**src/bst_pkg.sv**
```systemverilog
package bst_pkg;

   localparam int TREE_SLOTS = 63;
   localparam int IDX_W      = $clog2(TREE_SLOTS);
   localparam int NODE_W     = IDX_W + 2;
   localparam int CNT_W      = IDX_W + 1;
   localparam int KEY_W      = 32;
   localparam int SLOT_W     = 6;

   // request kinds
   localparam logic [1:0] KIND_INSERT = 2'd0;
   localparam logic [1:0] KIND_SEARCH = 2'd1;
   localparam logic [1:0] KIND_REMOVE = 2'd2;

   // result status codes
   localparam logic [1:0] ST_OK   = 2'd0;
   localparam logic [1:0] ST_MISS = 2'd1;
   localparam logic [1:0] ST_FULL = 2'd2;
   localparam logic [1:0] ST_DUP  = 2'd3;

   // datapath operations
   localparam logic [3:0] OP_NONE      = 4'd0;
   localparam logic [3:0] OP_LOAD      = 4'd1;
   localparam logic [3:0] OP_PLACE     = 4'd2;
   localparam logic [3:0] OP_RD_NODE   = 4'd3;
   localparam logic [3:0] OP_DESCEND   = 4'd4;
   localparam logic [3:0] OP_REM_CLEAR = 4'd5;
   localparam logic [3:0] OP_SUCC_LEFT = 4'd6;
   localparam logic [3:0] OP_RD_S      = 4'd7;
   localparam logic [3:0] OP_SUCC_COPY = 4'd8;
   localparam logic [3:0] OP_RD_G      = 4'd9;
   localparam logic [3:0] OP_GATH_WR   = 4'd10;
   localparam logic [3:0] OP_CLIMB     = 4'd11;
   localparam logic [3:0] OP_RD_J      = 4'd12;
   localparam logic [3:0] OP_REIN_LD   = 4'd13;
   localparam logic [3:0] OP_RSP       = 4'd14;

   typedef struct packed {
      logic [1:0]              kind;
      logic signed [KEY_W-1:0] key_value;
   } bst_req_type;

   typedef struct packed {
      logic [1:0]        status;
      logic [SLOT_W-1:0] slot_index;
   } bst_rsp_type;

   typedef struct packed {
      logic [3:0] op;
      logic       set_res;
      logic [1:0] res_status;
      logic       res_node;
   } bst_cmd_type;

   typedef struct packed {
      logic [1:0] kind;
      logic       node_oob;
      logic       node_p;
      logic       key_eq;
      logic       n_right_p;
      logic       n_left_p;
      logic       s_left_p;
      logic       g_left_p;
      logic       g_right_p;
      logic       g_is_root;
      logic       g_sib_p;
      logic       j_done;
   } bst_stat_type;

endpackage

```
**src/bst_ram.sv**
```systemverilog
module bst_ram #(
   parameter int WIDTH = 32,
   parameter int DEPTH = 64
) (
   input  logic                     clock,
   input  logic                     wr_en,
   input  logic [$clog2(DEPTH)-1:0] wr_addr,
   input  logic [WIDTH-1:0]         wr_data,
   input  logic [$clog2(DEPTH)-1:0] rd_addr,
   output logic [WIDTH-1:0]         rd_data
);

   logic [WIDTH-1:0] mem_ff [DEPTH];
   logic [WIDTH-1:0] rd_data_ff;

   // write one entry, read one entry with registered data
   always_ff @(posedge clock) begin
      if (wr_en) begin
         mem_ff[wr_addr] <= wr_data;
      end
      rd_data_ff <= mem_ff[rd_addr];
   end

   assign rd_data = rd_data_ff;

endmodule

```
**src/bst_datapath.sv**
```systemverilog
module bst_datapath (
   input  logic                  clock,
   input  logic                  reset,
   input  bst_pkg::bst_req_type  req_data,
   input  bst_pkg::bst_cmd_type  cmd,
   output bst_pkg::bst_stat_type stat,
   output bst_pkg::bst_rsp_type  rsp_data
);

   localparam int S  = bst_pkg::TREE_SLOTS;
   localparam int IW = bst_pkg::IDX_W;
   localparam int NW = bst_pkg::NODE_W;
   localparam int CW = bst_pkg::CNT_W;
   localparam int KW = bst_pkg::KEY_W;

   function automatic logic present(input logic [NW-1:0] idx, input logic [S-1:0] v);
      logic in_range;
      in_range = (idx < NW'(S));
      return in_range && v[idx[IW-1:0]];
   endfunction

   logic [S-1:0]  valid_ff, valid_in;
   logic [1:0]    kind_ff, kind_in;
   logic [KW-1:0] wkey_ff, wkey_in;
   logic [NW-1:0] node_ff, node_in;
   logic [NW-1:0] s_ff, s_in;
   logic [NW-1:0] g_ff, g_in;
   logic [NW-1:0] root_ff, root_in;
   logic [NW-1:0] start_ff, start_in;
   logic [CW-1:0] cnt_ff, cnt_in;
   logic [CW-1:0] j_ff, j_in;
   logic [1:0]    res_st_ff, res_st_in;
   logic [bst_pkg::SLOT_W-1:0] res_slot_ff, res_slot_in;
   bst_pkg::bst_rsp_type rsp_ff, rsp_in;

   logic [NW-1:0] node_l, node_r, s_l, g_l, g_r, g_sib, g_up;
   logic [KW-1:0] tree_rd, scr_rd, tree_wdata;
   logic [IW-1:0] tree_raddr, tree_waddr;
   logic          tree_we, scr_we;
   logic          key_lt;

   // child, sibling and parent indexes, and the key compare
   assign node_l = (node_ff << 1) + NW'(1);
   assign node_r = (node_ff << 1) + NW'(2);
   assign s_l    = (s_ff << 1) + NW'(1);
   assign g_l    = (g_ff << 1) + NW'(1);
   assign g_r    = (g_ff << 1) + NW'(2);
   assign g_sib  = g_ff + NW'(1);
   assign g_up   = (g_ff - NW'(1)) >> 1;
   assign key_lt = $signed(wkey_ff) < $signed(tree_rd);

   // status toward the controller
   always_comb begin
      stat.kind      = kind_ff;
      stat.node_oob  = (node_ff >= NW'(S));
      stat.node_p    = present(node_ff, valid_ff);
      stat.key_eq    = (tree_rd == wkey_ff);
      stat.n_right_p = present(node_r, valid_ff);
      stat.n_left_p  = present(node_l, valid_ff);
      stat.s_left_p  = present(s_l, valid_ff);
      stat.g_left_p  = present(g_l, valid_ff);
      stat.g_right_p = present(g_r, valid_ff);
      stat.g_is_root = (g_ff == root_ff);
      stat.g_sib_p   = g_ff[0] && present(g_sib, valid_ff);
      stat.j_done    = (j_ff >= cnt_ff);
   end

   // memory port selection
   always_comb begin
      case (cmd.op)
         bst_pkg::OP_RD_S: tree_raddr = s_ff[IW-1:0];
         bst_pkg::OP_RD_G: tree_raddr = g_ff[IW-1:0];
         default:          tree_raddr = node_ff[IW-1:0];
      endcase
      tree_we    = (cmd.op == bst_pkg::OP_PLACE) || (cmd.op == bst_pkg::OP_SUCC_COPY);
      tree_waddr = node_ff[IW-1:0];
      tree_wdata = (cmd.op == bst_pkg::OP_PLACE) ? wkey_ff : tree_rd;
      scr_we     = (cmd.op == bst_pkg::OP_GATH_WR);
   end

   // next-state of the datapath registers
   always_comb begin
      valid_in    = valid_ff;
      kind_in     = kind_ff;
      wkey_in     = wkey_ff;
      node_in     = node_ff;
      s_in        = s_ff;
      g_in        = g_ff;
      root_in     = root_ff;
      start_in    = start_ff;
      cnt_in      = cnt_ff;
      j_in        = j_ff;
      res_st_in   = res_st_ff;
      res_slot_in = res_slot_ff;
      rsp_in      = rsp_ff;
      case (cmd.op)
         bst_pkg::OP_LOAD: begin
            kind_in = req_data.kind;
            wkey_in = req_data.key_value;
            node_in = '0;
         end
         bst_pkg::OP_PLACE: begin
            valid_in[node_ff[IW-1:0]] = 1'b1;
         end
         bst_pkg::OP_DESCEND: begin
            node_in = key_lt ? node_l : node_r;
         end
         bst_pkg::OP_REM_CLEAR: begin
            valid_in[node_ff[IW-1:0]] = 1'b0;
            s_in     = node_r;
            root_in  = node_l;
            g_in     = node_l;
            start_in = node_ff;
            cnt_in   = '0;
            j_in     = '0;
         end
         bst_pkg::OP_SUCC_LEFT: begin
            s_in = s_l;
         end
         bst_pkg::OP_SUCC_COPY: begin
            valid_in[node_ff[IW-1:0]] = 1'b1;
            root_in  = s_ff;
            g_in     = s_ff;
            start_in = s_ff;
            cnt_in   = '0;
            j_in     = CW'(1);
         end
         bst_pkg::OP_GATH_WR: begin
            valid_in[g_ff[IW-1:0]] = 1'b0;
            cnt_in = cnt_ff + CW'(1);
            if (present(g_l, valid_ff)) begin
               g_in = g_l;
            end else if (present(g_r, valid_ff)) begin
               g_in = g_r;
            end
         end
         bst_pkg::OP_CLIMB: begin
            g_in = (g_ff[0] && present(g_sib, valid_ff)) ? g_sib : g_up;
         end
         bst_pkg::OP_REIN_LD: begin
            wkey_in = scr_rd;
            node_in = start_ff;
            j_in    = j_ff + CW'(1);
         end
         bst_pkg::OP_RSP: begin
            rsp_in.status     = res_st_ff;
            rsp_in.slot_index = res_slot_ff;
         end
         default: begin
         end
      endcase
      if (cmd.set_res) begin
         res_st_in   = cmd.res_status;
         res_slot_in = cmd.res_node ? bst_pkg::SLOT_W'(node_ff) : '0;
      end
   end

   // clear presence bits under reset, payload without reset
   always_ff @(posedge clock) begin
      if (reset) begin
         valid_ff <= '0;
      end else begin
         valid_ff <= valid_in;
      end
      kind_ff     <= kind_in;
      wkey_ff     <= wkey_in;
      node_ff     <= node_in;
      s_ff        <= s_in;
      g_ff        <= g_in;
      root_ff     <= root_in;
      start_ff    <= start_in;
      cnt_ff      <= cnt_in;
      j_ff        <= j_in;
      res_st_ff   <= res_st_in;
      res_slot_ff <= res_slot_in;
      rsp_ff      <= rsp_in;
   end

   assign rsp_data = rsp_ff;

   bst_ram #(.WIDTH(KW), .DEPTH(S)) u_tree_ram (
      .clock   (clock),
      .wr_en   (tree_we),
      .wr_addr (tree_waddr),
      .wr_data (tree_wdata),
      .rd_addr (tree_raddr),
      .rd_data (tree_rd)
   );

   bst_ram #(.WIDTH(KW), .DEPTH(S)) u_scratch_ram (
      .clock   (clock),
      .wr_en   (scr_we),
      .wr_addr (cnt_ff[IW-1:0]),
      .wr_data (tree_rd),
      .rd_addr (j_ff[IW-1:0]),
      .rd_data (scr_rd)
   );

endmodule

```
**config.mk**
```make
export PLATFORM = sky130hd
export DESIGN_NAME = bst_datapath
export DESIGN_NICKNAME = d
export VERILOG_FILES = /design/src/bst_pkg.sv /design/src/bst_ram.sv /design/src/bst_datapath.sv
export SDC_FILE = /design/constraint.sdc
export NUM_CORES = 2
export LEC_CHECK = 0
export BUFFER_PORTS_ARGS = -buffer_cell sky130_fd_sc_hd__buf_2
export CAP_MARGIN = 20
export CORE_ASPECT_RATIO = 0.6
export CORE_MARGIN = 3
export CORE_UTILIZATION = 57
export CTS_BUF_LIST = sky130_fd_sc_hd__clkbuf_16
export DETAILED_ROUTE_END_ITERATION = 10
export GPL_ROUTABILITY_DRIVEN = 0
export GPL_TIMING_DRIVEN = 0
export HOLD_SLACK_MARGIN = 0.1
export PLACE_DENSITY = 0.86
export SETUP_SLACK_MARGIN = 0.15
export SKIP_LAST_GASP = 1
export SYNTH_ARGS = -nofsm -noshare
export SYNTH_HDL_FRONTEND = slang
export SYNTH_SLANG_ARGS = --single-unit
```
**constraint.sdc**
```tcl
create_clock -name clock -period 5.9 [get_ports clock]
set_clock_uncertainty 0.2 [all_clocks]
set_input_delay 1.475 -clock clock [delete_from_list [all_inputs] [get_ports clock]]
set_output_delay 1.475 -clock clock [all_outputs]
set_load 0.05 [all_outputs]
```
==> results.cfg, run 1 <==
[run_status]
status = did not finish
stop_stage = global routing (5_1_grt)
error_line = [ERROR GRT-0232] Routing congestion too high. Check the congestion heatmap in the GUI.

[placement]
hpwl_um = 414000
io_buffers = 63
place_area_mm2 = 0.179

[floorplan]
die_y_um = 426
start_util_pct = 57.6
die_w_um = 706
io_pins = 65
num_rows = 153

[logic_synthesis]
synth_area_leaders = edfxtp_1 74%, mux4_2 9.2%, nand2_1 4.5%
synthDistinctLibCells = 88
syn_nets = 10100
netlist_instances = 9975
yosysTopAreaCell = edfxtp_1
synthFlopType = edfxtp_1
synth_edf_count = 4136
avgSynthCellArea_um2 = 16.8
ys_ff_latch = 4263
synth_area_mm2 = 0.168
async_flop_share_pct = 0
ys_warn_count = 0
yosysSeqAreaShare_pct = 75.6
synth_top_area_share_pct = 74.1

[clock_tree]
cts_hold_buffers = 0
htreeDepth = 5
cts.sinks = 4263
cts_buffers = 373
clockBufferDepth = 4
root_buffer = clkbuf_16

[timing]
worst_endpoint = u_tree_ram.rd_data[7]$_DFF_P_/D
worst_path_end_type = register input

[global_route]
grt_start_max_net_pins = 44
grt_usage_pct = 61.3
overflow = 201
[through the flow]
| step | cells | setup TNS, ns | hold WS, ns | worst slack [ns] |
|---|---|---|---|---|
| floorplan | 9975 | 0 | 0.200 | 0.253 |
| global placement | 13900 | - | 0.209 | -5.79 |
| CTS | 14800 | 0 | 0.227 | 0.0451 |
| detailed placement | 14200 | -109.97 | 0.212 | -1.42 |
[layer usage]
| metal | track usage, % | GRT overflow |
|---|---|---|
| met5 | 46.8 | 5 |
| met4 | 51.0 | 65 |
| met3 | 57.9 | 38 |
| met2 | 71.2 | 66 |
| met1 | 60.3 | 27 |
[synth_stat cells (51+ instances only)]
| master | count |
|---|---|
| a21oi_1 | 140 |
| a22oi_1 | 60 |
| a31oi_1 | 246 |
| a32oi_1 | 127 |
| buf_2 | 227 |
| clkbuf_1 | 305 |
| dfxtp_1 | 127 |
| edfxtp_1 | 4136 |
| inv_1 | 51 |
| mux2i_1 | 192 |
| mux4_2 | 686 |
| nand2_1 | 2003 |
| nand3_1 | 568 |
| nand4_1 | 116 |
| nor2_1 | 334 |
| o21ai_0 | 89 |
| o22ai_1 | 70 |
[cell families after synthesis]
logic type                 after synthesis  synth area share [%]
AOI/OAI and AO/OA                      889                  3.60
adders and majority gates               45                 0.336
and+or+nand+nor                       3175                  7.94
buffers and inverters                  664                  1.74
DFF                                   4263                  75.6
muxes                                  900                  10.6
xor gates and xnor gates                39                 0.217
[repair_timing]
item	CTS
gates resized for setup	66
setup endpoints to repair	31
buffers inserted	4
==> run 2, diff against run 1 <==
--- a/config.mk
+++ b/config.mk
@@ -7,16 +7,12 @@
 export LEC_CHECK = 0
 export BUFFER_PORTS_ARGS = -buffer_cell sky130_fd_sc_hd__buf_2
 export CAP_MARGIN = 20
-export CORE_ASPECT_RATIO = 0.6
 export CORE_MARGIN = 3
-export CORE_UTILIZATION = 57
-export CTS_BUF_LIST = sky130_fd_sc_hd__clkbuf_16
+export CORE_UTILIZATION = 40
 export DETAILED_ROUTE_END_ITERATION = 10
 export GPL_ROUTABILITY_DRIVEN = 0
 export GPL_TIMING_DRIVEN = 0
-export HOLD_SLACK_MARGIN = 0.1
-export PLACE_DENSITY = 0.86
-export SETUP_SLACK_MARGIN = 0.15
+export PLACE_DENSITY_LB_ADDON = 0.15
 export SKIP_LAST_GASP = 1
 export SYNTH_ARGS = -nofsm -noshare
 export SYNTH_HDL_FRONTEND = slang
==> constraint.sdc (replaced) <==
create_clock -name clock -period 7.7 [get_ports clock]
set_clock_uncertainty 0.2 [all_clocks]
set_input_delay 1.925 -clock clock [delete_from_list [all_inputs] [get_ports clock]]
set_output_delay 1.925 -clock clock [all_outputs]
set_load 0.05 [all_outputs]
==> results.cfg, run 2 <==
[logic_synthesis]
ys_ff_latch = 4263
synth_edf_count = 4136
yosysSeqAreaShare_pct = 75.6
netlist_instances = 9975
ys_warn_count = 0
yosysTopAreaCell = edfxtp_1
avgSynthCellArea_um2 = 16.8
synthDistinctLibCells = 88
yosysMostFrequentCell = edfxtp_1
async_flop_share_pct = 0
synth_area_mm2 = 0.168
synthFlopType = edfxtp_1
synth_area_leaders = edfxtp_1 74%, mux4_2 9.2%, nand2_1 4.5%
synth_commonest_cells = 4136 x edfxtp_1, 2003 x nand2_1, 686 x mux4_2
syn_nets = 10100
synth_top_area_share_pct = 74.1

[timing]
slew_headroom_pct = 8.74
hold_viol = 0
max_freq_mhz = 133
fin_crit_sh_pct = 97.8
setup_viol = 0
post-route-min-period_ns = 7.53
grt_setup_unrepaired = no
worstMarginPinSlew_ns = 1.35
slew_violations = 0

[pwr]
p_int_mw = 39.6
clock_power_share_pct = 39.4
comb_power_share_pct = 9.3
p_total_mw = 53.1
powerDensity_mw_per_mm2 = 270
ir_drop_mv = 0.266
p_leak_nw = 63.3
seqPwrFrac_pct = 51.3
swShare_pct = 25.3
power.switching_mw = 13.4

[worst_setup_path]
path_buf_inv = 5
critical-path-slowest-cell = nand3_1
required_ns = 5.58
max_stage_delay_ns = 0.63
critPathTopFamily = buffers and inverters
crit_chain = clkbuf_1, clkbuf_1, buf_2, buf_2, nand3_1, nor2_1, xnor2_1, nor3b_1, buf_2
arrival_ns = 5.41
worstSetupPathType = register to output port
cp_max_fo = 10
cp_common_cell = buf_2
worstSetupEndpointType = output port
cp-start-kind = register

[final_layout]
biggestRegsByFlops = u_scratch_ram.mem_ff: 2016 flops, u_tree_ram.mem_ff: 2016 flops, valid_ff: 63 flops
layout_common_cells = 4136 x edfxtp_1, 2003 x nand2_1, 686 x mux4_2
drive_above_1_share_pct = 19.4
final_common_cell = edfxtp_1
final_core_util_pct = 47.0
nets = 10900
final_cells = 16700
syn_to_final_growth_pct = 17.0
fillers = 35500

[run_status]
status = completed

[clock_tree]
root_buffer = clkbuf_16
clock_latency_ns = 1.06
cts_hold_buffers = 0
cts_setup_buffers = 0
cts.sinks = 4263
htreeDepth = 5
clockBufferDepth = 4
cts_buffers = 440
path_clk_slew_ns = 0.07
cts_tree = yes
cts_resized = 1

[detailed_routing]
met2_length_um = 278000
route.met3.wl_um = 57000
vias = 100000
routed_wirelength_um = 588000
top_layer_used = met5
avgViaCountPerCell = 6.00
wl_met1_um = 223000
drc = 0
wl_per_cell_um = 35.3
drtIter0Drc = 15500
dr.pass1.iters = 7
antenna_left = 0

[global_route]
overflow = 0
grt_pass1_wl_um = 798000
grt_usage_pct = 27.0
grt_pass1_vias = 96200
grt_start_max_net_pins = 65
antenna_found_initial = 48

[floorplan]
start_util_pct = 40.2
die_w_um = 653
core_area_mm2 = 0.417
io_pins = 65
dieArea_mm2 = 0.427
num_rows = 237
die_y_um = 653

[placement]
hpwl_um = 415000
io_buffers = 63
place_inst = 15800

[run]
cap_violations = 0

[hold_path]
hold_class = register to register
[run 2: cell counts after synthesis]
No cell type changed its count.
[run 2: final cells by class]
| cell class | instances | area, µm² | area share (%) |
|---|---|---|---|
| clock inverter | 286 | 2510 | 1.28 |
| buffer | 609 | 2720 | 1.39 |
| antenna | 24 | 60.1 | 0.0306 |
| clock buffer | 534 | 11500 | 5.87 |
| tap | 5497 | 6880 | 3.51 |
| sequential | 4263 | 127000 | 64.6 |
| inverter | 55 | 206 | 0.105 |
| multi-input combinational | 5048 | 39300 | 20.0 |
| timing repair buffer | 360 | 6150 | 3.14 |
[run 2: power groups by stage]
stage | sequential (mW) | clock [mW] | combinational [mW]
after detailed placement | 27.7 | 0 | 4.84
after global routing | 27.2 | 22.0 | 5.06
after global placement | 28.4 | 0 | 3.92
after CTS | 27.2 | 21.1 | 4.86
after floorplan | 27.6 | 0 | 1.89
final | 27.2 | 20.9 | 4.96
[run 2: cell families (layout without fill, tap and decap cells)]
family,Yosys count,after routing,synth area share [%]
multiplexers,900,900,10.6
flip-flops,4263,4263,75.6
AND/OR/NAND/NOR,3175,3175,7.94
AO/OA/AOI/OAI,889,889,3.60
other,0,24,0
buffers and inverters,664,1844,1.74
XOR/XNOR,39,39,0.217
adder cells (fa/ha/maj),45,45,0.336
[run 2: worst paths after layout]
check,slack [ns],startpoint,end,cells past startpoint
min,0.22,res_slot_ff[0],rsp_data[0],0
max,0.17,node_ff[0],stat[7],9
max reg2reg,1.48,g_ff[1],u_tree_ram.rd_data[0],13
min reg2reg,0.22,res_slot_ff[0],rsp_data[0],0
[run 2: per-layer routing]
layer	up-vias	global-route usage, %
li1	40800	-
met1	52400	35.7
met2	5734	43.5
met3	1136	5.38
met4	16	11.9
met5	-	0
[run 2: per-stage QoR]
stage	hold slack (ns)	instance area (µm²)	setup WS, ns	setup TNS (ns)
floorplan	0.200	168000	1.29	0
global placement	0.206	175000	-6.43	-
detailed placement	0.208	182000	-0.0936	-0.181
CTS	0.222	196000	0.201	0
global route	0.224	196000	0.0507	0
finish	0.216	196000	0.167	0
(Power assumes the default switching activity.)
