File: src/bst_pkg.sv
package bst_pkg;

   localparam int TREE_SLOTS = 63;
   localparam int IDX_W      = $clog2(TREE_SLOTS);
   localparam int NODE_W     = IDX_W + 2;
   localparam int CNT_W      = IDX_W + 1;
   localparam int KEY_W      = 32;
   localparam int SLOT_W     = 6;

   // request kinds
   localparam logic [1:0] KIND_INSERT = 2'd0;
   localparam logic [1:0] KIND_SEARCH = 2'd1;
   localparam logic [1:0] KIND_REMOVE = 2'd2;

   // result status codes
   localparam logic [1:0] ST_OK   = 2'd0;
   localparam logic [1:0] ST_MISS = 2'd1;
   localparam logic [1:0] ST_FULL = 2'd2;
   localparam logic [1:0] ST_DUP  = 2'd3;

   // datapath operations
   localparam logic [3:0] OP_NONE      = 4'd0;
   localparam logic [3:0] OP_LOAD      = 4'd1;
   localparam logic [3:0] OP_PLACE     = 4'd2;
   localparam logic [3:0] OP_RD_NODE   = 4'd3;
   localparam logic [3:0] OP_DESCEND   = 4'd4;
   localparam logic [3:0] OP_REM_CLEAR = 4'd5;
   localparam logic [3:0] OP_SUCC_LEFT = 4'd6;
   localparam logic [3:0] OP_RD_S      = 4'd7;
   localparam logic [3:0] OP_SUCC_COPY = 4'd8;
   localparam logic [3:0] OP_RD_G      = 4'd9;
   localparam logic [3:0] OP_GATH_WR   = 4'd10;
   localparam logic [3:0] OP_CLIMB     = 4'd11;
   localparam logic [3:0] OP_RD_J      = 4'd12;
   localparam logic [3:0] OP_REIN_LD   = 4'd13;
   localparam logic [3:0] OP_RSP       = 4'd14;

   typedef struct packed {
      logic [1:0]              kind;
      logic signed [KEY_W-1:0] key_value;
   } bst_req_type;

   typedef struct packed {
      logic [1:0]        status;
      logic [SLOT_W-1:0] slot_index;
   } bst_rsp_type;

   typedef struct packed {
      logic [3:0] op;
      logic       set_res;
      logic [1:0] res_status;
      logic       res_node;
   } bst_cmd_type;

   typedef struct packed {
      logic [1:0] kind;
      logic       node_oob;
      logic       node_p;
      logic       key_eq;
      logic       n_right_p;
      logic       n_left_p;
      logic       s_left_p;
      logic       g_left_p;
      logic       g_right_p;
      logic       g_is_root;
      logic       g_sib_p;
      logic       j_done;
   } bst_stat_type;

endpackage

File: src/bst_controller.sv
module bst_controller (
   input  logic                  clock,
   input  logic                  reset,
   input  logic                  req_valid,
   output logic                  req_stall,
   output logic                  rsp_valid,
   input  logic                  rsp_stall,
   input  bst_pkg::bst_stat_type stat,
   output bst_pkg::bst_cmd_type  cmd
);

   localparam logic [3:0] S_IDLE    = 4'd0;
   localparam logic [3:0] S_CHK     = 4'd1;
   localparam logic [3:0] S_CMP     = 4'd2;
   localparam logic [3:0] S_REM     = 4'd3;
   localparam logic [3:0] S_SUCC    = 4'd4;
   localparam logic [3:0] S_SUCC_CP = 4'd5;
   localparam logic [3:0] S_GATH    = 4'd6;
   localparam logic [3:0] S_GATH_WR = 4'd7;
   localparam logic [3:0] S_CLIMB   = 4'd8;
   localparam logic [3:0] S_REIN    = 4'd9;
   localparam logic [3:0] S_REIN_LD = 4'd10;
   localparam logic [3:0] S_DONE    = 4'd11;

   logic [3:0] state_ff, state_in;
   logic       rein_ff, rein_in;
   logic       rsp_valid_ff, rsp_valid_in;
   logic       is_insert;

   assign is_insert = (stat.kind == bst_pkg::KIND_INSERT);
   assign req_stall = (state_ff != S_IDLE);
   assign rsp_valid = rsp_valid_ff;

   // sequence one request through walk, remove, gather and reinsert
   always_comb begin
      state_in     = state_ff;
      rein_in      = rein_ff;
      rsp_valid_in = rsp_valid_ff && rsp_stall;
      cmd          = '{op: bst_pkg::OP_NONE, set_res: 1'b0,
                       res_status: bst_pkg::ST_MISS, res_node: 1'b0};
      case (state_ff)
         S_IDLE: begin
            if (req_valid) begin
               cmd.op   = bst_pkg::OP_LOAD;
               rein_in  = 1'b0;
               state_in = S_CHK;
            end
         end
         S_CHK: begin
            if (!rein_ff && !is_insert && stat.kind != bst_pkg::KIND_SEARCH &&
                stat.kind != bst_pkg::KIND_REMOVE) begin
               cmd.set_res = 1'b1;
               state_in    = S_DONE;
            end else if (stat.node_oob) begin
               if (rein_ff) begin
                  state_in = S_REIN;
               end else begin
                  cmd.set_res    = 1'b1;
                  cmd.res_status = is_insert ? bst_pkg::ST_FULL : bst_pkg::ST_MISS;
                  state_in       = S_DONE;
               end
            end else if (!stat.node_p) begin
               if (rein_ff) begin
                  cmd.op   = bst_pkg::OP_PLACE;
                  state_in = S_REIN;
               end else if (is_insert) begin
                  cmd.op         = bst_pkg::OP_PLACE;
                  cmd.set_res    = 1'b1;
                  cmd.res_status = bst_pkg::ST_OK;
                  cmd.res_node   = 1'b1;
                  state_in       = S_DONE;
               end else begin
                  cmd.set_res = 1'b1;
                  state_in    = S_DONE;
               end
            end else begin
               cmd.op   = bst_pkg::OP_RD_NODE;
               state_in = S_CMP;
            end
         end
         S_CMP: begin
            if (stat.key_eq) begin
               if (rein_ff) begin
                  state_in = S_REIN;
               end else begin
                  cmd.set_res    = 1'b1;
                  cmd.res_node   = 1'b1;
                  cmd.res_status = is_insert ? bst_pkg::ST_DUP : bst_pkg::ST_OK;
                  state_in = (stat.kind == bst_pkg::KIND_REMOVE) ? S_REM : S_DONE;
               end
            end else begin
               cmd.op   = bst_pkg::OP_DESCEND;
               state_in = S_CHK;
            end
         end
         S_REM: begin
            cmd.op = bst_pkg::OP_REM_CLEAR;
            if (stat.n_right_p) begin
               state_in = S_SUCC;
            end else if (stat.n_left_p) begin
               state_in = S_GATH;
            end else begin
               state_in = S_DONE;
            end
         end
         S_SUCC: begin
            if (stat.s_left_p) begin
               cmd.op = bst_pkg::OP_SUCC_LEFT;
            end else begin
               cmd.op   = bst_pkg::OP_RD_S;
               state_in = S_SUCC_CP;
            end
         end
         S_SUCC_CP: begin
            cmd.op   = bst_pkg::OP_SUCC_COPY;
            state_in = S_GATH;
         end
         S_GATH: begin
            cmd.op   = bst_pkg::OP_RD_G;
            state_in = S_GATH_WR;
         end
         S_GATH_WR: begin
            cmd.op = bst_pkg::OP_GATH_WR;
            if (stat.g_left_p || stat.g_right_p) begin
               state_in = S_GATH;
            end else if (stat.g_is_root) begin
               rein_in  = 1'b1;
               state_in = S_REIN;
            end else begin
               state_in = S_CLIMB;
            end
         end
         S_CLIMB: begin
            if (stat.g_is_root) begin
               rein_in  = 1'b1;
               state_in = S_REIN;
            end else begin
               cmd.op = bst_pkg::OP_CLIMB;
               if (stat.g_sib_p) begin
                  state_in = S_GATH;
               end
            end
         end
         S_REIN: begin
            if (stat.j_done) begin
               rein_in  = 1'b0;
               state_in = S_DONE;
            end else begin
               cmd.op   = bst_pkg::OP_RD_J;
               state_in = S_REIN_LD;
            end
         end
         S_REIN_LD: begin
            cmd.op   = bst_pkg::OP_REIN_LD;
            state_in = S_CHK;
         end
         S_DONE: begin
            if (!rsp_valid_ff || !rsp_stall) begin
               cmd.op       = bst_pkg::OP_RSP;
               rsp_valid_in = 1'b1;
               state_in     = S_IDLE;
            end
         end
         default: begin
            state_in = S_IDLE;
         end
      endcase
   end

   always_ff @(posedge clock) begin
      if (reset) begin
         state_ff     <= S_IDLE;
         rein_ff      <= 1'b0;
         rsp_valid_ff <= 1'b0;
      end else begin
         state_ff     <= state_in;
         rein_ff      <= rein_in;
         rsp_valid_ff <= rsp_valid_in;
      end
   end

endmodule

File: config.mk
export PLATFORM = sky130hd
export DESIGN_NAME = bst_controller
export DESIGN_NICKNAME = d
export VERILOG_FILES = /design/src/bst_pkg.sv /design/src/bst_controller.sv
export SDC_FILE = /design/constraint.sdc
export NUM_CORES = 1
export LEC_CHECK = 0
export BUFFER_PORTS_ARGS = -buffer_cell sky130_fd_sc_hd__buf_2
export CAP_MARGIN = 20
export CORE_MARGIN = 3
export CORE_UTILIZATION = 43
export DETAILED_ROUTE_END_ITERATION = 8
export GPL_ROUTABILITY_DRIVEN = 1
export PLACE_DENSITY = 0.81
export SKIP_LAST_GASP = 1
export SYNTH_ARGS = -nofsm -noshare
export SYNTH_HDL_FRONTEND = slang
export SYNTH_SLANG_ARGS = --single-unit
export TNS_END_PERCENT = 100
File: constraint.sdc
create_clock -name clock -period 5 [get_ports clock]
set_input_delay 0.5 -clock clock [delete_from_list [all_inputs] [get_ports clock]]
set_output_delay 0.5 -clock clock [all_outputs]
set_load 0.02 [all_outputs]
# --- Word level (Yosys, flattened, before mapping) ---
# Index checks and enable logic that the tools add are counted.
word_totals:
  reg_bits: 6
  inputBits: 17
  elab_cells: 89
classes:
  n_eq_ne: 20
  mux: 50
  reduce_logical: 16
ops:
  columns: ["operator", "n"]
  rows:
  - ["4-bit two-way mux", 24]
  - ["4-bit case mux with 12 select lines", 2]
  - ["4-bit by 3-bit equality test with 1-bit output, second input constant", 4]
  - ["4-bit equality test, second input constant", 4]
  - ["1-bit two-way mux", 12]
  - ["2-bit two-way mux", 6]
  - ["3-bit two-way mux", 4]
  - ["2-bit != test, second input constant", 6]
  - ["4-bit by 2-bit equality test with 1-bit output, second input constant", 2]
  - ["4-bit case mux with 2 select lines", 1]
  - ["4-bit AND reduction", 2]
  - ["4-bit nonzero test", 2]
  - ["4-bit by 1-bit equality test with 1-bit output, second input constant", 1]
  - ["1-bit logical AND", 4]
  - ["1-bit zero test", 4]
  - ["4-bit zero test", 1]
  - ["1-bit case mux with 4 select lines", 1]
  - ["3-bit != test, second input constant", 1]
  - ["2-bit equality test, second input constant", 1]
  - ["2-bit zero test", 1]
  - ["1-bit logical OR", 2]
  - ["2-bit by 1-bit != test with 1-bit output, second input constant", 1]

# --- Depth between registers and ports, before layout ---
# Gate-level depths: netlist (run 1).
depth:
  depth_word: 7
  mapped_depth: 6

# --- Least setup slack after synthesis (run 1) ---
# OpenSTA, ideal clock, no wires.
synth_timing:
  path_type: "flip-flop to output port"
  start: "register state_ff[0]"
  end: "output cmd[2] in the netlist's numbering"
  arrival_time_ns: 2.115
  required_time_ns: 4.500
  slack_ns: 2.385
  path_stages_with_launch: 5
  n_path_buf: 1
  cell_sequence: "dfxtp_1 -> clkbuf_1 -> nor2_1 -> nand4_1 -> a2111oi_0"
synth_lines:
  columns: ["item", "line_no", "source"]
  rows:
  - ["start, declared", "bst_controller.sv:25", "logic [3:0] state_ff, state_in;"]
  - ["start signal, assigned", "bst_controller.sv:176", "state_ff <= state_in;"]
  - ["end, declared", "bst_controller.sv:9", "output bst_pkg::bst_cmd_type cmd"]

==> results of run 1 <==
==> worst max-delay path, delay by kind of cell (launching register included) <==
kind	cells	cell delay, ps
AND/OR/NAND/NOR	2	1060
AO/OA/AOI/OAI	1	140
flip-flops	1	770
buffers and inverters	1	170
==> cell families after synthesis <==
logic type / after synthesis / synth area share
compound gates: 44 / 0.363
flops: 6 / 0.148
buf+inv: 14 / 0.0788
mux: 1 / 0.0139
simple gates: 57 / 0.396
==> worst paths after layout <==
check	cells after the start	from	endpoint
setup / recovery	4	state_ff[0]	cmd[0]
hold / removal	2	reset	rsp_valid
hold reg to reg	2	rsp_valid	rsp_valid
setup reg to reg	4	state_ff[0]	state_ff[0]
==> synth_stat cells, types with 3 or more instances <==
| library cell | instances | area (um2) |
|---|---|---|
| a31oi_1 | 3 | 18.8 |
| nand2_1 | 11 | 41.3 |
| clkbuf_1 | 5 | 18.8 |
| nand2b_1 | 5 | 31.3 |
| a21oi_1 | 10 | 50.1 |
| dfxtp_1 | 6 | 120 |
| a211oi_1 | 3 | 22.5 |
| nor4_1 | 4 | 25.0 |
| nor3_1 | 6 | 30.0 |
| nand3_1 | 3 | 15.0 |
| buf_2 | 3 | 15.0 |
| inv_1 | 5 | 18.8 |
| o21ai_0 | 9 | 45.0 |
| nor2_1 | 12 | 45.0 |
==> per-layer routing <==
metal  part of all wire  up-vias  global-route usage
met5                  0        -                   0
met4             0.0047        0              0.0415
met3               0.10        4              0.0703
met2               0.49       71               0.357
met1               0.40      466               0.249
li1                   -      510                   -
==> power by group through the flow <==
| stage | Combinational (mW) | Clock [mW] | Sequential (mW) |
|---|---|---|---|
| 6_report | 0.371 | 0.0428 | 0.135 |
| 5_1_grt | 0.401 | 0.0467 | 0.141 |
| 4_1_cts | 0.367 | 0.0440 | 0.131 |
| 3_5_place_dp | 0.365 | 0 | 0.132 |
| 3_3_place_gp | 0.355 | 0 | 0.132 |
| 2_1_floorplan | 0.337 | 0 | 0.0737 |
==> final cells by class <==
cell class,count,area [um2]
Fill cell,179,797
Timing Repair Buffer,26,130
Clock buffer,3,22.5
Multi-Input combinational cell,102,626
Inverter,5,18.8
Sequential cell,6,120
Tap cell,25,31.3
==> cell usage in the layout (no fill, tap or decap), drive strengths merged, types with 2 or more instances in the layout <==
cell,Yosys,routed
a2111oi,2,2
or4b,2,2
a21oi,11,11
nand2,11,11
o31ai,2,2
nand4b,2,2
a211oi,3,3
nor2,12,12
o31a,2,2
nand3,3,3
clkbuf,5,3
nor3,6,6
nand2b,5,5
nand3b,2,2
nand4,2,2
inv,5,5
dfxtp,6,6
o22ai,2,2
o21ai,9,9
nor4,4,4
buf,4,26
a21o,2,2
a31oi,3,3
==> state kept, by name, summed over array words and instances (netlist names) <==
register   cells
state_ff       4
rsp_valid      1
rein_ff        1
==> metrics by stage <==
stage               hold WS [ps]  std cells  instance area (um2)
floorplan                    511        122                  810
global placement             579        164                  926
detailed placement           596        164                  926
CTS                          501        167                  948
global route                 523        167                  948
finish                       510        167                  948
==> run metrics, run 1 <==
vias=1051; clock sinks=6; Leak=0.375 nW; sequential share of power=0.246; Design Power=0.548 mW; worst min path class=in -> reg; Routability Congestion=0.905; CP max-delay cell=dfxtp_1; Syn Area/Cell=6.64 um2; vias per std cell=6.29; post-DR wirelength/cell=15.2 um; Total Nets Final=161; Sw Share=0.553; CTS tree=done; async set-reset flop share out of synthesis=0; largest net degree at the start of global routing=27; clock latency on the worst-skew pair=240 ps; sequential share of the synthesized area=0.148; Cell Pwr Density=578 mW/mm2; Slew headroom=0.477; Setup Viol. Count Final=0; Final Critical Period=2860 ps; combinational share of power=0.676; DP Worst Slack=2420 ps; DIE AREA=0.00244 mm2; Worst-Margin Slew=784 ps; Post-route DRC=0; Slew Viols, Final=0; top_reg_cell synth=dfxtp_1; outcome=finished clean; final wirelength=2540 um; root buffer cell=clkbuf_4; vias in the first global route=933; Tcrit/Tclk final=0.573; Sw Pwr=0.303 mW; Crit path top cell by count=or4b_4; Worst Skew=4.14 ps; GRT Util Overall=0.207; H-tree Lvls=1; clock slew at reported path FFs=40 ps; Syn Inst Count=122; Synth cell types=42; die width=49.4 um; Clock Power Share=0.078; Clock Path Buffers=2; CTS Buf Count=3; CP arrival=2360 ps; share of layout cells above drive strength 1=0.254; Max VDD drop=0.271 mV; # rows=15; slowest stage delay, CP=770 ps; CP endpoint kind=output port; first-pass GRT wire length=4080 um; n_diodes=0; final hold vios=0; Seq cells post-synth=6; Crit Path Class=reg -> out; die height=49.4 um; hold buffer count at CTS=0; post-CTS setup buffers=0; ANT nets after route=0; FF-to-FF setup slack=2990 ps; max-capacitance violation count=0; Post-synth EDFFs=0; post-DP HPWL=1920 um; Syn Nets=139; fmax=0.349 GHz; RSZ-0062 raised after global routing=no; synth warn=0; antenna violations before repair=0; post-cts resize count=0; Total Negative Setup Slacks=0 ps; Area Growth Syn to Fin=17.2%; synthesized cell area=810 um2; PnR worst setup slack=2140 ps; Port Buffer Count=26; starting density of the core=0.464; grt total ovfl=0; io pins=27; CP Cell Sequence=or4b_4 -> or4b_4 -> a21oi_2 -> buf_2; crit start category=register; fin util=0.543; internal power=0.245 mW; first-pass iteration count of the detailed router=5; CP Data Required Time=4500 ps; Core Region=0.00175 mm2; largest fanout on the critical path=24; DR iter-0 viols=59
Power figures use the tool's default switching activity.
==> run 2: changes to the inputs <==
==> constraint.sdc (replaced) <==
create_clock -name clock -period 2.8 [get_ports clock]
set_input_delay 0.28 -clock clock [delete_from_list [all_inputs] [get_ports clock]]
set_output_delay 0.28 -clock clock [all_outputs]
set_load 0.02 [all_outputs]
==> run metrics, run 2 (same netlist as run 1, synthesis figures left out) <==
CP Depth=4 (unchanged); hold depth=2 (unchanged); n_diodes=0 (unchanged); outcome=finished clean (unchanged); Design Power=0.989 mW (was 0.548 mW); CP max-delay cell=dfxtp_1 (unchanged); delay-heaviest family, CP=simple AND/OR/NAND/NOR gates (unchanged); Total Nets Final=164 (was 161); FF-to-FF setup slack=930 ps (was 2990 ps); share of layout cells above drive strength 1=0.269 (was 0.254); DR iter-0 viols=46 (was 59); Final Cell Area=971 um2 (was 948 um2); most frequent cells in the layout=26 x buf_2, 12 x nor2_1, 11 x nand2_1, 10 x a21oi_1, 9 x o21ai_0 (unchanged); Max Used Layer=met4 (unchanged); Clock Path Buffers=2 (unchanged); io pins=27 (unchanged); # rows=15 (unchanged); worst min path class=in -> reg (unchanged); PnR worst setup slack=397 ps (was 2140 ps); Slew Viols, Final=0 (unchanged); multi-input logic area=626 um2 (unchanged); Largest Register=state_ff (unchanged); clock sinks=6 (unchanged); final hold vios=0 (unchanged); vias in the first global route=891 (was 933); slowest stage delay, CP=560 ps (was 770 ps); GRT Util Overall=0.198 (was 0.207); reg2reg start=state_ff[0] (unchanged); Final Critical Period=2400 ps; first-pass iteration count of the detailed router=4 (was 5); Slew headroom=0.643 (was 0.477); wire length on met3=228 um (was 253 um); Storage cell area=120 um2 (unchanged); RSZ-0062 raised after global routing=no (unchanged); Leak=0.391 nW (was 0.375 nW); Crit path top cell by count=or4b_4 (unchanged); metal2 WL=1110 um (was 1250 um); Total Negative Setup Slacks=0 ps (unchanged); DIE AREA=0.00244 mm2 (unchanged); final wirelength=2350 um (was 2540 um); H-tree Lvls=1 (unchanged); CTS tree=done (unchanged); hold endpoint=rein_ff (was rsp_valid); largest fanout on the critical path=13 (was 24); Metal-1 WL=983 um (was 1020 um); vias=1051 (unchanged); max reg flops=4 (unchanged); Area Growth Syn to Fin=19.9% (was 17.2%); die width=49.4 um (unchanged); max-capacitance violation count=0 (unchanged); Core Region=0.00175 mm2 (unchanged); worst hold start=reset (unchanged); CP endpoint kind=output port (unchanged); most common cell after layout, fill and taps aside=buf_2 (unchanged); DP Worst Slack=674 ps (was 2420 ps); die height=49.4 um (unchanged); hold buffer count at CTS=0 (unchanged); Max VDD drop=0.528 mV (was 0.271 mV); post-CTS setup buffers=0 (unchanged); FILL cells=177 (was 179); Tcrit/Tclk final=0.858; crit start category=register (unchanged); post-DR wirelength/cell=13.8 um (was 15.2 um); worst reg-to-reg path cell count=5 (was 4); starting density of the core=0.464 (unchanged); vias per std cell=6.18 (was 6.29); Worst Skew=2.23 ps (was 4.14 ps); FF-to-FF End=state_ff[0] (unchanged); Routability Congestion=0.959 (was 0.905); Post-route DRC=0 (unchanged); CP arrival=2120 ps (was 2360 ps); clock slew at reported path FFs=40 ps (about the same); Cell Pwr Density=1020 mW/mm2 (was 578 mW/mm2); CP Data Required Time=2520 ps (was 4500 ps); clock latency on the worst-skew pair=240 ps (about the same); Setup Viol. Count Final=0 (unchanged); hold_ws=291 ps (was 510 ps); post-DP HPWL=1820 um (was 1920 um); grt total ovfl=0 (unchanged); largest net degree at the start of global routing=26 (was 27); fmax=0.416 GHz; antenna violations before repair=0 (unchanged); Worst-Margin Slew=535 ps (was 784 ps); CP Cell Sequence=or4b_4 -> or4b_4 -> a21oi_2 -> buf_2 (unchanged); ANT nets after route=0 (unchanged); first-pass GRT wire length=3860 um (was 4080 um); CTS Buf Count=3 (unchanged); post-cts resize count=0 (unchanged); worst path bufs/invs=1 (unchanged); Port Buffer Count=26 (unchanged); Placed Area=948 um2 (was 926 um2); Crit Path Class=reg -> out (unchanged); root buffer cell=clkbuf_4 (unchanged)
[run 2: changes by cell type in the layout (fill, tap and decap cells not counted), sizes merged]
cell	previous run	this run
buf	26	29
[run 2: final cells by class]
type / instances / area share
well taps: 25 / 0.0322
clock buffers: 3 / 0.0232
inverters: 5 / 0.0193
flip-flops and latches: 6 / 0.124
repair buffers: 29 / 0.157
multi-input cells: 102 / 0.644
[run 2: through the flow]
step / utilization / cells
floorplan: - / 122
global placement: 0.543 / 167
detailed placement: 0.543 / 167
CTS: 0.556 / 170
global route: 0.556 / 170
finish: 0.556 / 170
[run 2: layer usage]
layer / up-vias / track usage
met2: 65 / 0.313
met4: 0 / 0.0783
li1: 513 / -
met5: - / 0
met1: 469 / 0.257
met3: 4 / 0.0459
[run 2: worst max-delay path by stage]
stage / from / to / slack [ps]
final: state_ff[0] / cmd[0] / 400
after floorplan: state_ff[0] / cmd[2] / 400
after global routing: state_ff[3] / cmd[2] / 270
after global placement: state_ff[0] / cmd[0] / 700
after CTS: state_ff[0] / cmd[0] / 410
after detailed placement: state_ff[0] / cmd[0] / 670
[run 2: report_power, final]
part | total, mW | switching (mW) | internal [mW] | leakage [nW]
clock | 0.0752 | 0.0270 | 0.0482 | 0.0138
sequential | 0.179 | 0.0649 | 0.114 | 0.0490
combinational | 0.736 | 0.441 | 0.294 | 0.328
==> run 3: changes to the inputs <==
--- a/config.mk
+++ b/config.mk
@@ -5,13 +5,14 @@
 export SDC_FILE = /design/constraint.sdc
 export NUM_CORES = 1
 export LEC_CHECK = 0
+export ABC_AREA = 1
 export BUFFER_PORTS_ARGS = -buffer_cell sky130_fd_sc_hd__buf_2
 export CAP_MARGIN = 20
 export CORE_MARGIN = 3
 export CORE_UTILIZATION = 43
 export DETAILED_ROUTE_END_ITERATION = 8
 export GPL_ROUTABILITY_DRIVEN = 1
-export PLACE_DENSITY = 0.81
+export PLACE_DENSITY = 0.82
 export SKIP_LAST_GASP = 1
 export SYNTH_ARGS = -nofsm -noshare
 export SYNTH_HDL_FRONTEND = slang
==> run metrics, run 3 <==
first-pass GRT wire length=3510 um (was 3860 um); Total Nets Final=197 (was 164); hold buffer count at CTS=0 (unchanged); Post-synth EDFFs=0 (unchanged); # rows=14 (was 15); dpl cells=191 (was 167); hold depth=2 (unchanged); CP Cell Sequence=nor2_1 -> nand2_1 -> nor2_1 -> inv_1 -> a21boi_0 -> buf_2 (was or4b_4 -> or4b_4 -> a21oi_2 -> buf_2); io pins=27 (unchanged); GRT Util Overall=0.219 (was 0.198); Sw Pwr=0.485 mW (was 0.533 mW); antenna violations before repair=0 (unchanged); DR iter-0 viols=48 (was 46); FF-to-FF setup slack=1370 ps (was 930 ps); final hold vios=0 (unchanged); vias in the first global route=887 (was 891); crit start category=register (unchanged); Worst-Margin Slew=389 ps (was 535 ps); vias per std cell=5.44 (was 6.18); Leak=0.531 nW (was 0.391 nW); most frequent cells in the layout=46 x nand2_1, 39 x nor2_1, 26 x buf_2, 18 x inv_1, 10 x nand3_1 (was 26 x buf_2, 12 x nor2_1, 11 x nand2_1, 10 x a21oi_1, 9 x o21ai_0); fmax=0.515 GHz (was 0.416 GHz); Seq cells post-synth=6 (unchanged); Total Negative Setup Slacks=0 ps (unchanged); clock latency on the worst-skew pair=240 ps (about the same); DIE AREA=0.00224 mm2 (was 0.00244 mm2); Cell Pwr Density=920 mW/mm2 (was 1020 mW/mm2); CTS Buf Count=3 (unchanged); Syn Area/Cell=4.93 um2 (was 6.64 um2); largest net degree at the start of global routing=7 (was 26); CP arrival=1660 ps (was 2120 ps); max-capacitance violation count=0 (unchanged); post-synth top area cell=nand2_1 (was dfxtp_1); synthesized cell area=734 um2 (was 810 um2); die width=47.3 um (was 49.4 um); Setup Viol. Count Final=0 (unchanged); Area Growth Syn to Fin=23.5% (was 19.9%); Clock Path Buffers=2 (unchanged); CP endpoint kind=output port (unchanged); root buffer cell=clkbuf_4 (unchanged); Syn Inst Count=149 (was 122); CP endpoint=cmd[2] (was cmd[0]); n_diodes=0 (unchanged); Port Buffer Count=26 (unchanged); Crit Path Class=reg -> out (unchanged); Design Power=0.834 mW (was 0.989 mW); clock sinks=6 (unchanged); synth cell count leaders=46 x nand2_1, 39 x nor2_1, 18 x inv_1 (was 12 x nor2_1, 11 x nand2_1, 10 x a21oi_1); RSZ-0062 raised after global routing=no (unchanged); post-DP HPWL=1950 um (was 1820 um); FF-to-FF End=rein_ff (was state_ff[0]); largest fanout on the critical path=6 (was 13); internal power=0.349 mW (was 0.456 mW); Critical Path Source=state_ff[3] (was state_ff[0]); Worst Skew=6.24 ps (was 2.23 ps); post-CTS setup buffers=0 (unchanged); Core Region=0.00156 mm2 (was 0.00175 mm2); Routability Congestion=0.925 (was 0.959); Clock Power Share=0.093 (was 0.076); clock slew at reported path FFs=50 ps (was 40 ps); worst min path class=in -> reg (unchanged); top_reg_cell synth=dfxtp_1 (unchanged); reg2reg start=state_ff[1] (was state_ff[0]); post-DR wirelength/cell=11.8 um (was 13.8 um); CP max-delay cell=dfxtp_1 (unchanged); starting density of the core=0.471 (was 0.464); Slew headroom=0.740 (was 0.643); sequential share of the synthesized area=0.164 (was 0.148); Final Critical Period=1940 ps (was 2400 ps); Sw Share=0.581 (was 0.539); post-cts resize count=0 (unchanged); worst reg-to-reg path cell count=6 (was 5); grt total ovfl=0 (unchanged); Max VDD drop=0.454 mV (was 0.528 mV); Largest Register=state_ff (unchanged); Slew Viols, Final=0 (unchanged); Tcrit/Tclk final=0.694 (was 0.858); Synth cell types=16 (was 42); Post-route DRC=0 (unchanged); first-pass iteration count of the detailed router=4 (unchanged); vias=1055 (was 1051); Synth area leaders=nand2_1 24%, nor2_1 20%, dfxtp_1 16%, inv_1 9.2%, nand3_1 6.8% (was dfxtp_1 15%, a21oi_1 6.2%, o21ai_0 5.6%, nor2_1 5.6%, nand2_1 5.1%); CTS tree=done (unchanged); FILL cells=168 (was 177); die height=47.3 um (was 49.4 um); most common cell after layout, fill and taps aside=nand2_1 (was buf_2); sequential share of power=0.168 (was 0.180); ANT nets after route=0 (unchanged); fin util=0.582 (was 0.556); multi-input logic area=543 um2 (was 626 um2); Crit path top cell by count=nor2_1 (was or4b_4); H-tree Lvls=1 (unchanged); CP Data Required Time=2520 ps (about the same); Syn Nets=166 (was 139); max reg flops=4 (unchanged); combinational share of power=0.739 (was 0.744); top-area cell type share of the netlist area=0.235 (was 0.148); slowest stage delay, CP=330 ps (was 560 ps); final wirelength=2290 um (was 2350 um); outcome=finished clean (unchanged); Storage cell area=120 um2 (unchanged); Non-Filler Instances=194 (was 170); synth warn=0 (unchanged); most common cell in the synthesized netlist=nand2_1 (was nor2_1); async set-reset flop share out of synthesis=0 (unchanged); share of layout cells above drive strength 1=0.180 (was 0.269)
==> run 3: cell count changes in the layout (fill, tap and decap cells not counted), sizes merged, moves of 3 or more <==
cell	delta
o211ai	+3
buf	-3
nand2b	-5
nand3	+7
nor4	-4
a31oi	-3
a21oi	-5
a211oi	-3
nand2	+36
nor2	+28
inv	+14
nor3	-4
==> run 3: per-stage QoR <==
| step | area (um2) | setup slack, ps | hold WS, ps |
|---|---|---|---|
| finish | 907 | 858 | 273 |
| detailed placement | 885 | 1110 | 526 |
| global route | 907 | 656 | 278 |
| CTS | 907 | 851 | 260 |
| global placement | 885 | 1110 | 524 |
| floorplan | 734 | 1150 | 349 |
==> run 3: final cells by class <==
class / instances / area share
repair buffers: 26 / 0.143
flip-flops and latches: 6 / 0.132
multi-input cells: 124 / 0.599
inverters: 19 / 0.0786
well taps: 16 / 0.0221
clock buffers: 3 / 0.0248
==> run 3: per-layer routing <==
| layer | track usage | up-vias | part of all wire |
|---|---|---|---|
| met2 | 0.348 | 47 | 0.48 |
| met3 | 0.0268 | 6 | 0.077 |
| met1 | 0.286 | 468 | 0.43 |
| met5 | 0 | - | 0 |
| li1 | - | 534 | - |
| met4 | 0.116 | 0 | 0.016 |
==> run 3: power by group through the flow <==
| stage | clock network (mW) | logic (mW) | registers [mW] |
|---|---|---|---|
| 3_5_place_dp | 0 | 0.611 | 0.141 |
| 5_1_grt | 0.0872 | 0.685 | 0.145 |
| 3_3_place_gp | 0 | 0.612 | 0.138 |
| 4_1_cts | 0.0835 | 0.612 | 0.139 |
| 6_report | 0.0773 | 0.617 | 0.140 |
| 2_1_floorplan | 0 | 0.435 | 0.136 |
==> run 3: worst min-delay path by stage <==
stage / startpoint / to / slack (ps)
3_3_place_gp: reset / state_ff[0] / 520
2_1_floorplan: reset / rein_ff / 350
6_report: reset / state_ff[1] / 270
4_1_cts: reset / state_ff[1] / 260
3_5_place_dp: reset / state_ff[0] / 530
5_1_grt: reset / state_ff[0] / 280
==> run 3: worst max-delay path: cells and delay by family, from the launching register on <==
kind,cells,cell delay [ps]
compound gates,1,150
simple gates,3,700
buf+inv,2,240
flops,1,330
==> run 3: logic make-up (layout without fill, tap and decap cells) <==
group                  count (synthesis)  after routing  share of synthesized area
AOI/OAI and AO/OA                     18             18                      0.140
DFF                                    6              6                      0.164
and+or+nand+nor                      106            106                      0.600
buffers and inverters                 19             48                     0.0971
